$ cat config.mk
export PLATFORM = sky130hd
export DESIGN_NAME = tht_ram
export DESIGN_NICKNAME = d
export VERILOG_FILES = /design/src/hdl/tht_ram.sv
export SDC_FILE = /design/constraint.sdc
export NUM_CORES = 2
export LEC_CHECK = 0
export ABC_AREA = 1
export ABC_CLOCK_PERIOD_IN_PS = 2550
export BUFFER_PORTS_ARGS = -buffer_cell sky130_fd_sc_hd__buf_4
export CAP_MARGIN = 20
export CORE_MARGIN = 8
export CORE_UTILIZATION = 40
export CTS_CLUSTER_SIZE = 30
export DETAILED_ROUTE_END_ITERATION = 8
export GPL_ROUTABILITY_DRIVEN = 0
export HOLD_SLACK_MARGIN = 0.03
export SKIP_LAST_GASP = 1
export SYNTH_ARGS = -nofsm -noshare
export SYNTH_HDL_FRONTEND = slang
export SYNTH_SLANG_ARGS = --single-unit
export TNS_END_PERCENT = 5
$ cat constraint.sdc
create_clock -name clk_i -period 2.55 [get_ports clk_i]
set_input_delay 0.51 -clock clk_i [delete_from_list [all_inputs] [get_ports clk_i]]
set_output_delay 0.51 -clock clk_i [all_outputs]
set_load 0.01 [all_outputs]
$ cat src/hdl/tht_ram.sv
// ----------------------------------------------------------------------------
// tht_ram: generic single-write, single-read RAM
// One write port and one read port; read data is registered and held while
// no read is issued.
// ----------------------------------------------------------------------------
module tht_ram #(
  parameter int unsigned WIDTH = 8,
  parameter int unsigned DEPTH = 256
) (
  input  logic                     clk_i,
  input  logic                     wr_en_i,
  input  logic [$clog2(DEPTH)-1:0] wr_addr_i,
  input  logic [WIDTH-1:0]         wr_data_i,
  input  logic                     rd_en_i,
  input  logic [$clog2(DEPTH)-1:0] rd_addr_i,
  output logic [WIDTH-1:0]         rd_data_o
);

  logic [WIDTH-1:0] mem_q [DEPTH];
  logic [WIDTH-1:0] rd_data_q;

  // Write port
  always_ff @(posedge clk_i) begin
    if (wr_en_i) begin
      mem_q[wr_addr_i] <= wr_data_i;
    end
  end

  // Registered read port
  always_ff @(posedge clk_i) begin
    if (rd_en_i) begin
      rd_data_q <= mem_q[rd_addr_i];
    end
  end

  assign rd_data_o = rd_data_q;

endmodule

### Yosys cells after proc, flatten, opt, wreduce, memory -nomap -nowiden

Memories as Yosys holds them, arrays and structs flattened. A register that Yosys moved wholly into a read port is not among the register bits.
Cells that the tools add are included.

| word-level totals | value |
|---|---|
| register bits after elaboration | 0 |
| bits in writable memories | 2048 |
| input port bits | 27 |
| output and inout port bits | 8 |
| logic and storage cells | 3 |
| memories kept | 1 |

| operators by class | value |
|---|---|
| mux-type cells | 2 |

Memories:

| memory | words | width | rd ports | clocked after Yosys merged registers in | wr ports | line | RTL |
|---|---|---|---|---|---|---|---|
| mem_q | 256 | 8 | 1 | 1 | 1 | 19 | `logic [WIDTH-1:0] mem_q [DEPTH];` |

Operator list:

| kind | number |
|---|---|
| 2-to-1 mux 1 bit | 2 |

### Logic depth before layout (Yosys ltp)

| depth | value |
|---|---|
| depth after elaboration | 2 |
| mapped depth | 15 |
| depth with buffers taken out | 11 |

### Worst setup path before layout

OpenSTA, ideal clock, no wires.

| path | value |
|---|---|
| path type | input-to-reg |
| start | in wr_en_i |
| end | mem mem_q[162][0] (enable) |
| library setup time | 370 ps |
| arrival | 1631 ps |
| required time | 2180 ps |
| path slack | 549 ps |
| cell stages on the path | 4 |
| path buffers | 2 |
| path through | clkbuf_1 nand3_1 clkbuf_1 nor2_1 |

| on the way | value |
|---|---|
| cells in the longest elaborated chain, start to end | 2 |

Ends and longest elaborated chain:

| what | line | RTL |
|---|---|---|
| from (decl) | 11 | `input logic wr_en_i,` |
| 2-to-1 mux 1 bit | 24 | `if (wr_en_i) begin` |
| 2-to-1 mux 1 bit (not written as such) | 25 | `mem_q[wr_addr_i] <= wr_data_i;` |
| to (decl) | 19 |  |

Every way passes these cells.

==> impl_metrics.py <==
metrics = {
    "outcome": {
        "run_status": "completed",
    },
    "power": {
        "power_report.internal_total_mw": 55.4,
        "netSwitchingFraction": 0.226,
        "comb_power_share": 0.067,
        "ir_worst_vdd_mv": 0.690,
        "power.static_leakage_nw": 34.9,
        "power.density_nw_per_um2": 730,
        "total_switching_power_mw": 16.2,
        "pwr-share-clk": 0.412,
        "power_frac_seq": 0.521,
    },
    "floorplanning": {
        "core_area_um2": 207000,
        "chipWidth_um": 473,
        "io-pin-count": 35,
        "die_ar_um2": 224000,
        "row_count": 167,
        "initial_utilization": 0.403,
        "die-height_um": 473,
    },
    "routing": {
        "wl_per_cell_um": 22.9,
        "drt_first_iter_violations": 6134,
        "detail_route.drc_violations": 0,
        "dr.pass1.iters": 8,
        "antenna_violating_nets_post_route": 0,
        "drt_wl_total_um": 238000,
        "detailroute.via_count": 56054,
        "post_drt_via_cell_ratio": 5.40,
    },
    "finish": {
        "post_route_cells_drive_above_1_share": 0.127,
        "final_nets": 7436,
        "area_growth_syn_to_layout_pct": 17.4,
        "final_cell_mix": "sky130_fd_sc_hd__nand2_1 (2123), sky130_fd_sc_hd__edfxtp_1 (2056), sky130_fd_sc_hd__nand3_1 (2019)",
        "final_common_cell": "sky130_fd_sc_hd__nand2_1",
        "fin_area_um2": 98000,
    },
    "yosys": {
        "yosys_warnings": 0,
        "cell_area_after_technology_mapping_um2": 83500,
        "synthesis.area_per_instance_um2": 11.9,
        "postSynthCellCount": 7003,
        "synth_fp_nets": 7030,
        "synth.ff_latch_count": 2056,
        "synth_seq_area_share": 0.740,
        "synth_cell_type_count": 13,
    },
    "clock_network": {
        "clock_tree_root": "sky130_fd_sc_hd__clkbuf_16",
        "htreeDepth": 4,
        "clock-sinks": 2056,
        "numCtsBuffers": 204,
        "cts.reportedPaths.clkPinSlew_ns": 0.06,
        "postCtsHoldBufs": 4,
        "clock_insertion_delay_worst_skew_ns": 0.84,
        "cts.path.max_buffers": 3,
        "cts_post_setup_buffers_inserted": 0,
        "cts_repair_resize_count": 0,
        "tritoncts_clock_tree": "built",
    },
    "setup_path": {
        "critPathLaunch": "rd_addr_i[1]",
        "timing.setup.critical_path_class": "in -> reg",
        "startpoint_type": "input port",
        "worst_r2r_startpoint": "mem_q[127][2]",
        "regToRegEndpoint": "rd_data_o[2]",
        "regToRegSetupSlack_ns": 0.35,
        "critical_path_required_ns": 3.10,
        "worst_r2r_path_depth": 10,
        "cp_max_fo": 32,
        "worst_setup_path_end_kind": "flop",
        "crit_arrival_ns": 2.80,
    },
    "timing": {
        "timing.final.crit_share": 0.879,
        "clock.fmax_mhz": 446,
        "timing.final.hold_violations": 0,
        "maxSlewViolCount": 0,
        "setup-violations-final": 0,
        "timing.setup.tns_ns": 0,
        "max_slew.worst_pin.slew_ns": 0.886,
        "final.setup_skew_ns": 0.0373,
        "rsz_0062_raised_after_global_routing": "no",
        "period_minus_slack_ns": 2.24,
        "slew_headroom": 0.409,
    },
    "global_route": {
        "grt_antenna_before_repair": 8,
        "grt_start_max_net_pins": 86,
        "grt.total_usage": 0.207,
        "first_global_vias": 54328,
        "grt-ovfl-total": 0,
        "grt_pass1_wl_um": 353000,
    },
    "min_path": {
        "worst_hold_path_type": "in -> reg",
        "hold_path_depth": 1,
        "hold_start": "wr_data_i[4]",
        "whs_endpoint": "mem_q[239][4]",
    },
    "place": {
        "placement.io_buffers": 34,
        "postPlaceCellArea_um2": 91400,
        "dp.final_hpwl_um": 148000,
    },
    "flow_run": {
        "max-cap-violations": 0,
    },
}
## worst max-delay path by stage
stage / to / slack [ns]
2_1_floorplan: mem_q[162][0] / 0.55
3_3_place_gp: rd_data_o[2] / -0.43
4_1_cts: rd_data_o[3] / 0.36
6_report: rd_data_o[2] / 0.31
5_1_grt: rd_data_o[2] / 0.25
3_5_place_dp: rd_data_o[2] / -0.45
## stage by stage
stage / utilization / instances / total power, mW / worst slack (ns) / hold slack [ns]
detailed placement: 0.441 / 9987 / 42.8 / -0.449 / 0.898
global route: 0.473 / 10372 / 73.6 / 0.251 / 0.0515
finish: 0.473 / 10375 / 71.6 / 0.307 / 0.104
floorplan: - / 7003 / 40.3 / 0.549 / 0.609
global placement: 0.441 / 9987 / 42.8 / -0.431 / 0.897
CTS: 0.473 / 10371 / 72.0 / 0.355 / 0.0337
## power groups by stage
| stage | Sequential (mW) | Clock [mW] | Combinational [mW] |
|---|---|---|---|
| after floorplan | 38.0 | 0 | 2.30 |
| after global placement | 38.0 | 0 | 4.77 |
| after detailed placement | 38.0 | 0 | 4.79 |
| after CTS | 37.3 | 29.9 | 4.81 |
| after global routing | 37.3 | 31.2 | 5.18 |
| final | 37.3 | 29.5 | 4.82 |
## layer usage
| layer | part of all wire | track usage | wire length (um) |
|---|---|---|---|
| met5 | 0.000050 | 0 | 12 |
| met3 | 0.080 | 0.0360 | 19000 |
| met1 | 0.41 | 0.283 | 98100 |
| met4 | 0.037 | 0.0741 | 8880 |
| met2 | 0.47 | 0.335 | 112000 |
## logic make-up after synthesis
kind of cell	Yosys count	share of synthesized area
and+or+nand+nor	4425	0.229
DFF	2056	0.740
buffers and inverters	522	0.0312
## cell usage after synthesis (all sizes together)
cell / number / area, um^2
nor2: 283 / 1060
buf: 371 / 2030
clkbuf: 112 / 420
nand2: 2123 / 7970
nand3: 2019 / 10100
edfxtp: 2056 / 61700
inv: 39 / 149
## final cells by class
class	count	area (um^2)
Multi-Input combinational cell	4425	19100
Clock buffer	259	5400
Antenna cell	4	10.0
Inverter	39	180
Timing Repair Buffer	683	6930
Tap cell	2788	3490
Fill cell	18404	109000
Clock inverter	121	1110
Sequential cell	2056	61700
## registers in the layout (all words and copies together), names as in the netlist
register   count
mem_q       2048
rd_data_o      8
## worst max-delay path: stages
cell	delay [ns]
sky130_fd_sc_hd__buf_8	0.14
sky130_fd_sc_hd__inv_8	0.19
sky130_fd_sc_hd__buf_12	0.27
sky130_fd_sc_hd__buf_12	0.22
sky130_fd_sc_hd__buf_12	0.16
sky130_fd_sc_hd__nand3_1	0.08
sky130_fd_sc_hd__nand3_1	0.11
sky130_fd_sc_hd__nand3_1	0.14
sky130_fd_sc_hd__nand3_1	0.12
sky130_fd_sc_hd__nand3_1	0.13
sky130_fd_sc_hd__nand3_1	0.11
sky130_fd_sc_hd__nand2_1	0.11
sky130_fd_sc_hd__nand2_1	0.32
sky130_fd_sc_hd__nand2_1	0.11
Power figures use the tool's default switching activity.
