`src/hdl/tht_pkg.sv`:
```
// ----------------------------------------------------------------------------
// tht_pkg: shared types and constants for the token table lookup
// Key size, table geometry, request codes, channel items, the stored entry
// layout, the controller states and the byte hash step.
// ----------------------------------------------------------------------------
package tht_pkg;

  // Key geometry
  localparam int unsigned KEY_BYTES   = 16;
  localparam int unsigned TEXT_W      = 8 * KEY_BYTES;
  localparam int unsigned LEN_W       = $clog2(KEY_BYTES + 1);

  // Table geometry (fixed by the 8-bit hashes and entry index)
  localparam int unsigned TABLE_DEPTH = 256;
  localparam int unsigned ADDR_W      = 8;

  // Hash seeds
  localparam logic [7:0] SEED_ONE = 8'd0;
  localparam logic [7:0] SEED_TWO = 8'd23;

  // Request codes
  typedef enum logic [1:0] {
    REQ_LOAD  = 2'd0,
    REQ_TOKEN = 2'd1,
    REQ_END   = 2'd2
  } req_e;

  // Controller states
  typedef enum logic [1:0] {
    ST_IDLE,
    ST_LOAD,
    ST_FIRST,
    ST_SECOND
  } state_e;

  // Input item
  typedef struct packed {
    logic [1:0] req_type;
    logic [7:0] data_byte;
    logic [7:0] entry_index;
    logic [3:0] byte_position;
    logic [4:0] entry_length;
  } in_item_t;

  // Result item
  typedef struct packed {
    logic       hit;
    logic [7:0] match_index;
  } out_item_t;

  // One table row as stored in memory
  typedef struct packed {
    logic [LEN_W-1:0]  len;
    logic [TEXT_W-1:0] text;
  } entry_t;

  localparam int unsigned ENTRY_W = $bits(entry_t);

  // One hash step: ((h ^ b) * 3) mod 256
  function automatic logic [7:0] mix_byte(logic [7:0] h, logic [7:0] b);
    logic [7:0] x;
    x = h ^ b;
    return x + {x[6:0], 1'b0};
  endfunction

endpackage

```
`src/hdl/tht_match.sv`:
```
// ----------------------------------------------------------------------------
// tht_match: shared entry compare unit
// Compares one table row with the kept token: lengths must be equal and the
// bytes below that length must be equal. Used once per probe.
// ----------------------------------------------------------------------------
module tht_match (
  input  tht_pkg::entry_t                  entry_i,
  input  logic [tht_pkg::TEXT_W-1:0]       token_i,
  input  logic [tht_pkg::LEN_W-1:0]        count_i,
  output logic                             match_o
);

  always_comb begin
    logic eq;
    eq = (entry_i.len == count_i);
    // Check only the bytes inside the token length
    for (int i = 0; i < tht_pkg::KEY_BYTES; i++) begin
      if ((tht_pkg::LEN_W'(i) < count_i) &&
          (entry_i.text[8*i +: 8] != token_i[8*i +: 8])) begin
        eq = 1'b0;
      end
    end
    match_o = eq;
  end

endmodule

```
`config.mk`:
```
export PLATFORM = sky130hd
export DESIGN_NAME = tht_match
export DESIGN_NICKNAME = d
export VERILOG_FILES = /design/src/hdl/tht_pkg.sv /design/src/hdl/tht_match.sv
export SDC_FILE = /design/constraint.sdc
export NUM_CORES = 1
export LEC_CHECK = 0
export BUFFER_PORTS_ARGS = -buffer_cell sky130_fd_sc_hd__buf_2
export CORE_AREA = 2 2 102 104
export DETAILED_ROUTE_END_ITERATION = 10
export DIE_AREA = 0 0 104 106
export SETUP_SLACK_MARGIN = 0.4
export SLEW_MARGIN = 20
export SYNTH_ARGS = -nofsm -noshare
export SYNTH_HDL_FRONTEND = slang
export SYNTH_SLANG_ARGS = --single-unit
```
`constraint.sdc`:
```
create_clock -name vclk -period 2.1
set_clock_uncertainty 0.05 [all_clocks]
set_input_delay 0.315 -clock vclk [all_inputs]
set_output_delay 0.315 -clock vclk [all_outputs]
set_load 0.1 [all_outputs]
```
## Word level (Yosys, flattened, before mapping)

Cells that the tools add are included.

- Flip-flop bits (word level): 0
- Input port bits: 266
- Output and inout bits: 1
- Logic and storage cells: 65

- Order comparisons: 16
- Eq/ne operators: 17
- Muxes and demuxes: 16
- Reduce and logical (&&, ||, !) cells: 16

Operators with widths:

| cell | number |
|---|---|
| $ne A8 B8 Y1 | 16 |
| $lt A4 B5 Y1 const A | 8 |
| $lt A3 B5 Y1 const A | 4 |
| $logic_and A1 B1 Y1 | 16 |
| $mux W1 | 16 |
| $lt A1 B5 Y1 const A | 2 |
| $lt A2 B5 Y1 const A | 2 |
| $eq A5 B5 Y1 | 1 |

## Logic depth before layout (Yosys ltp)

- Word-level depth: 18
- Depth in mapped cells: 7
- Depth with buffers taken out: 6

## Least setup slack after synthesis

Ideal clock, no wire load.

- Path type: in2out
- Start point: input token_i[125] (netlist name)
- End point: output match_o
- Arrival: 2.550 ns
- Data required time: 1.735 ns
- Slack: -0.815 ns
- Stages: 6
- Cells stage by stage: xor2_1 > nor4_2 > nand2_1 > a2111oi_2 > o2111ai_1 > nor3_2

- Longest elaborated chain between the ends: 3

Ends and longest elaborated chain:

| item | RTL line | source |
|---|---|---|
| start, declared | tht_match.sv:8 | `input logic [tht_pkg::TEXT_W-1:0] token_i,` |
| $ne A8 B8 Y1 | tht_match.sv:19 | `(entry_i.text[8*i +: 8] != token_i[8*i +: 8])) begin` |
| $logic_and A1 B1 Y1 | tht_match.sv:18 | `if ((tht_pkg::LEN_W'(i) < count_i) &&` |
| $mux W1 | tht_match.sv:18 |  |
| end, declared | tht_match.sv:10 | `output logic match_o` |

Every way passes these cells.

## Worst setup path in the final report

- Start point: input token_i[94] (netlist name)
- End point: output match_o

- Longest elaborated chain between the ends: 7

Ends and longest elaborated chain:

| item | RTL line |
|---|---|
| $ne A8 B8 Y1 | tht_match.sv:19 |
| $logic_and A1 B1 Y1 | tht_match.sv:18 |
| $mux W1 (5 in a row) | tht_match.sv:18 |

Every way passes these cells.

==> metrics.txt <==
run status complete, but fails checks; failing checks setup timing; worst min-delay path category in -> out; Data required, critical path 1.74 ns; total design power 0.590 mW; mean cell area of the mapped netlist 7.93 um^2; crit path kind in -> out; pin count of the biggest net entering global routing 10; most area-consuming cells after synthesis sky130_fd_sc_hd__xor2_1 (40%), sky130_fd_sc_hd__xnor2_1 (32%), sky130_fd_sc_hd__nor4_1 (7.3%), sky130_fd_sc_hd__nand4_1 (5.4%), sky130_fd_sc_hd__a21oi_1 (1.8%); count of vias placed by the detailed router 2,514; wire length of the first global-routing pass 11,100 um; area of the mapped netlist 1630 um^2; non-filler cells, final 619; final period demand of the worst path 2.31 ns; area taken by flip-flops and latches 0 um^2; post-detail-place hpwl 6850 um; Initial Utilization 16.3%; count of nets after finishing 751; static leakage 1.65 nW; cell count after synthesis 205; number of distinct library cells after synthesis 28; Port Buffers 267; clock buffer instance count of the final layout 0; placer congestion estimate 0.787; # hold bufs at CTS 0; number of standard-cell rows in the floorplan 37; post-synth net total 471; Core Footprint 10000 um^2; I/O pin count 267; slew at the pin closest to its max-slew limit 0.421 ns; fraction of layout instances using a drive strength above 1 61.3%; TritonRoute pass-1 iters 4; setup repair after global routing missed its margin true; worst path setup slack after routing -0.212 ns; detail-routed net length per standard cell 11.8 um; post-route ant nets 0; post-route clock period utilization 110%; total power divided by cell area 177 nW/um^2; post-place setup slack -0.395 ns; critical path's top delay family simple AND/OR/NAND/NOR gates; cell breakdown of the critical path buf_2 -> xnor2_1 -> nand4_1 -> or4_4 -> a31oi_2 -> o21ai_1 -> nor3_4 -> buf_12; Horiz. Die Dim 104 um; instance count on the critical path 8; Worst path max stage delay 0.52 ns; antenna diode count 0; Slew Limit Fails 0; antenna violations before repair 0; maximum ir drop on the vdd rail 0.0634 mV; worst setup path endpoint match_o; via count of the first global-routing pass 2,647; DIE HEIGHT 106 um; post-CTS setup-driven buffer insertion count 0; total buffers and inverters traversed by the critical path 2; first element of the critical path token_i[94]; Iteration-0 DRC Markers 67; overall routing resource usage 11.9%; layout overhead on the synthesized area 105%; relative slew slack 71.6%; die footprint 11,000 um^2; CP max stage cell sky130_fd_sc_hd__or4_4; dominant cell type by area after synthesis sky130_fd_sc_hd__xor2_1; mean number of vias per cell 4.06; critical path endpoint category output port; largest fanout on the critical path 2; portion of the post-synthesis area used by sequential elements 0%; Seq Cell Count 0; worst path arrival time 1.95 ns; upper clock frequency limit 0.433 GHz; number of max-cap violations 0; remaining global-route overflow 0; top-area cell type share of the netlist area 39.8%; final-report setup violation count 1; final wirelength 7300 um; final routed DRC violation total 0; final hold violations 0; startpoint class of the critical path input pin; count of warnings emitted by yosys 0; placed cells 619
stage by stage:
step,utilization [%],hold slack [ns],setup TNS [ns],instance area (um^2)
5_1_grt,33.3,1.23,-0.347,3330
3_3_place_gp,32.5,1.20,-0.393,3250
3_5_place_dp,32.5,1.21,-0.395,3250
4_1_cts,32.7,1.22,-0.316,3270
2_1_floorplan,-,0.938,-0.383,1650
6_report,33.3,1.19,-0.212,3330
worst min path at each step:
stage	cells after the start	startpoint	slack [ns]	endpoint
2_1_floorplan	5	entry_i[130]	0.94	match_o
3_3_place_gp	7	entry_i[130]	1.20	match_o
3_5_place_dp	7	entry_i[130]	1.21	match_o
4_1_cts	7	entry_i[130]	1.22	match_o
5_1_grt	7	entry_i[111]	1.23	match_o
6_report	7	entry_i[111]	1.19	match_o
kinds of logic (layout without fill, tap and decap cells):
group	count (synthesis)	after routing	share of synthesized area (%)
compound gates	20	20	8.77
simple gates	48	48	18.6
buf+inv	4	282	0.999
xor+xnor	133	133	71.6
final cells by class:
class                      instances  area, um^2
fill                            1045        6670
tap                              136         170
multi-input combinational        201        1690
timing repair buffer             281        1460
inverter                           1        3.75
cells in the mapped netlist:
| cell type | count |
|---|---|
| sky130_fd_sc_hd__a2111oi_2 | 1 |
| sky130_fd_sc_hd__a21o_1 | 1 |
| sky130_fd_sc_hd__a21oi_1 | 6 |
| sky130_fd_sc_hd__a221oi_1 | 1 |
| sky130_fd_sc_hd__a31oi_1 | 2 |
| sky130_fd_sc_hd__and2_1 | 1 |
| sky130_fd_sc_hd__and3_1 | 1 |
| sky130_fd_sc_hd__buf_1 | 1 |
| sky130_fd_sc_hd__buf_2 | 1 |
| sky130_fd_sc_hd__clkbuf_1 | 1 |
| sky130_fd_sc_hd__inv_1 | 1 |
| sky130_fd_sc_hd__nand2_1 | 5 |
| sky130_fd_sc_hd__nand3_1 | 2 |
| sky130_fd_sc_hd__nand4_1 | 14 |
| sky130_fd_sc_hd__nor3_2 | 1 |
| sky130_fd_sc_hd__nor4_1 | 19 |
| sky130_fd_sc_hd__nor4_2 | 2 |
| sky130_fd_sc_hd__o2111ai_1 | 1 |
| sky130_fd_sc_hd__o21a_1 | 1 |
| sky130_fd_sc_hd__o21ai_0 | 1 |
| sky130_fd_sc_hd__o22ai_1 | 2 |
| sky130_fd_sc_hd__o31ai_1 | 1 |
| sky130_fd_sc_hd__o32a_1 | 1 |
| sky130_fd_sc_hd__o32ai_1 | 2 |
| sky130_fd_sc_hd__or3_1 | 2 |
| sky130_fd_sc_hd__or4_1 | 1 |
| sky130_fd_sc_hd__xnor2_1 | 59 |
| sky130_fd_sc_hd__xor2_1 | 74 |
cells in the final DEF, fill, tap and decap left out, types with 2 or more instances in the layout:
cell	Yosys	final
sky130_fd_sc_hd__buf_2	1	265
sky130_fd_sc_hd__nor4_1	19	15
sky130_fd_sc_hd__o22ai_1	2	2
sky130_fd_sc_hd__xnor2_1	59	59
sky130_fd_sc_hd__nor4_2	2	6
sky130_fd_sc_hd__a21oi_1	6	5
sky130_fd_sc_hd__xor2_1	74	74
sky130_fd_sc_hd__nand2_1	5	5
sky130_fd_sc_hd__buf_4	0	14
sky130_fd_sc_hd__nand4_1	14	14
sky130_fd_sc_hd__or3_1	2	2
where the power goes:
group	leakage [nW]	internal, mW	total [mW]	switching (mW)
registers	0	0	0	0
clock network	0	0	0	0
logic	1.65	0.347	0.590	0.242
total	1.65	0.347	0.590	0.242
tightest hold or removal path, stage by stage:
cell and delay (ns):
sky130_fd_sc_hd__buf_2 0.08, sky130_fd_sc_hd__xnor2_1 0.06, sky130_fd_sc_hd__nand4_1 0.07, sky130_fd_sc_hd__o22ai_1 0.09
sky130_fd_sc_hd__nand3_2 0.10, sky130_fd_sc_hd__nor3_4 0.05, sky130_fd_sc_hd__buf_12 0.16
repair_timing:
item / 4_1_cts / 5_1_grt
gates cloned: 0 / 0
pin swaps: 6 / 5
setup endpoints to repair: 1 / 1
gates resized for setup: 3 / 10
metal layers:
layer	vias to the layer above	part of all wire [%]	track usage [%]
met5	-	0	0
met4	0	0.47	1.06
met3	4	9.0	2.39
met2	139	54	25.1
met1	1089	37	12.4
li1	1282	-	-
No activity file was read; power rests on OpenSTA's default activity.
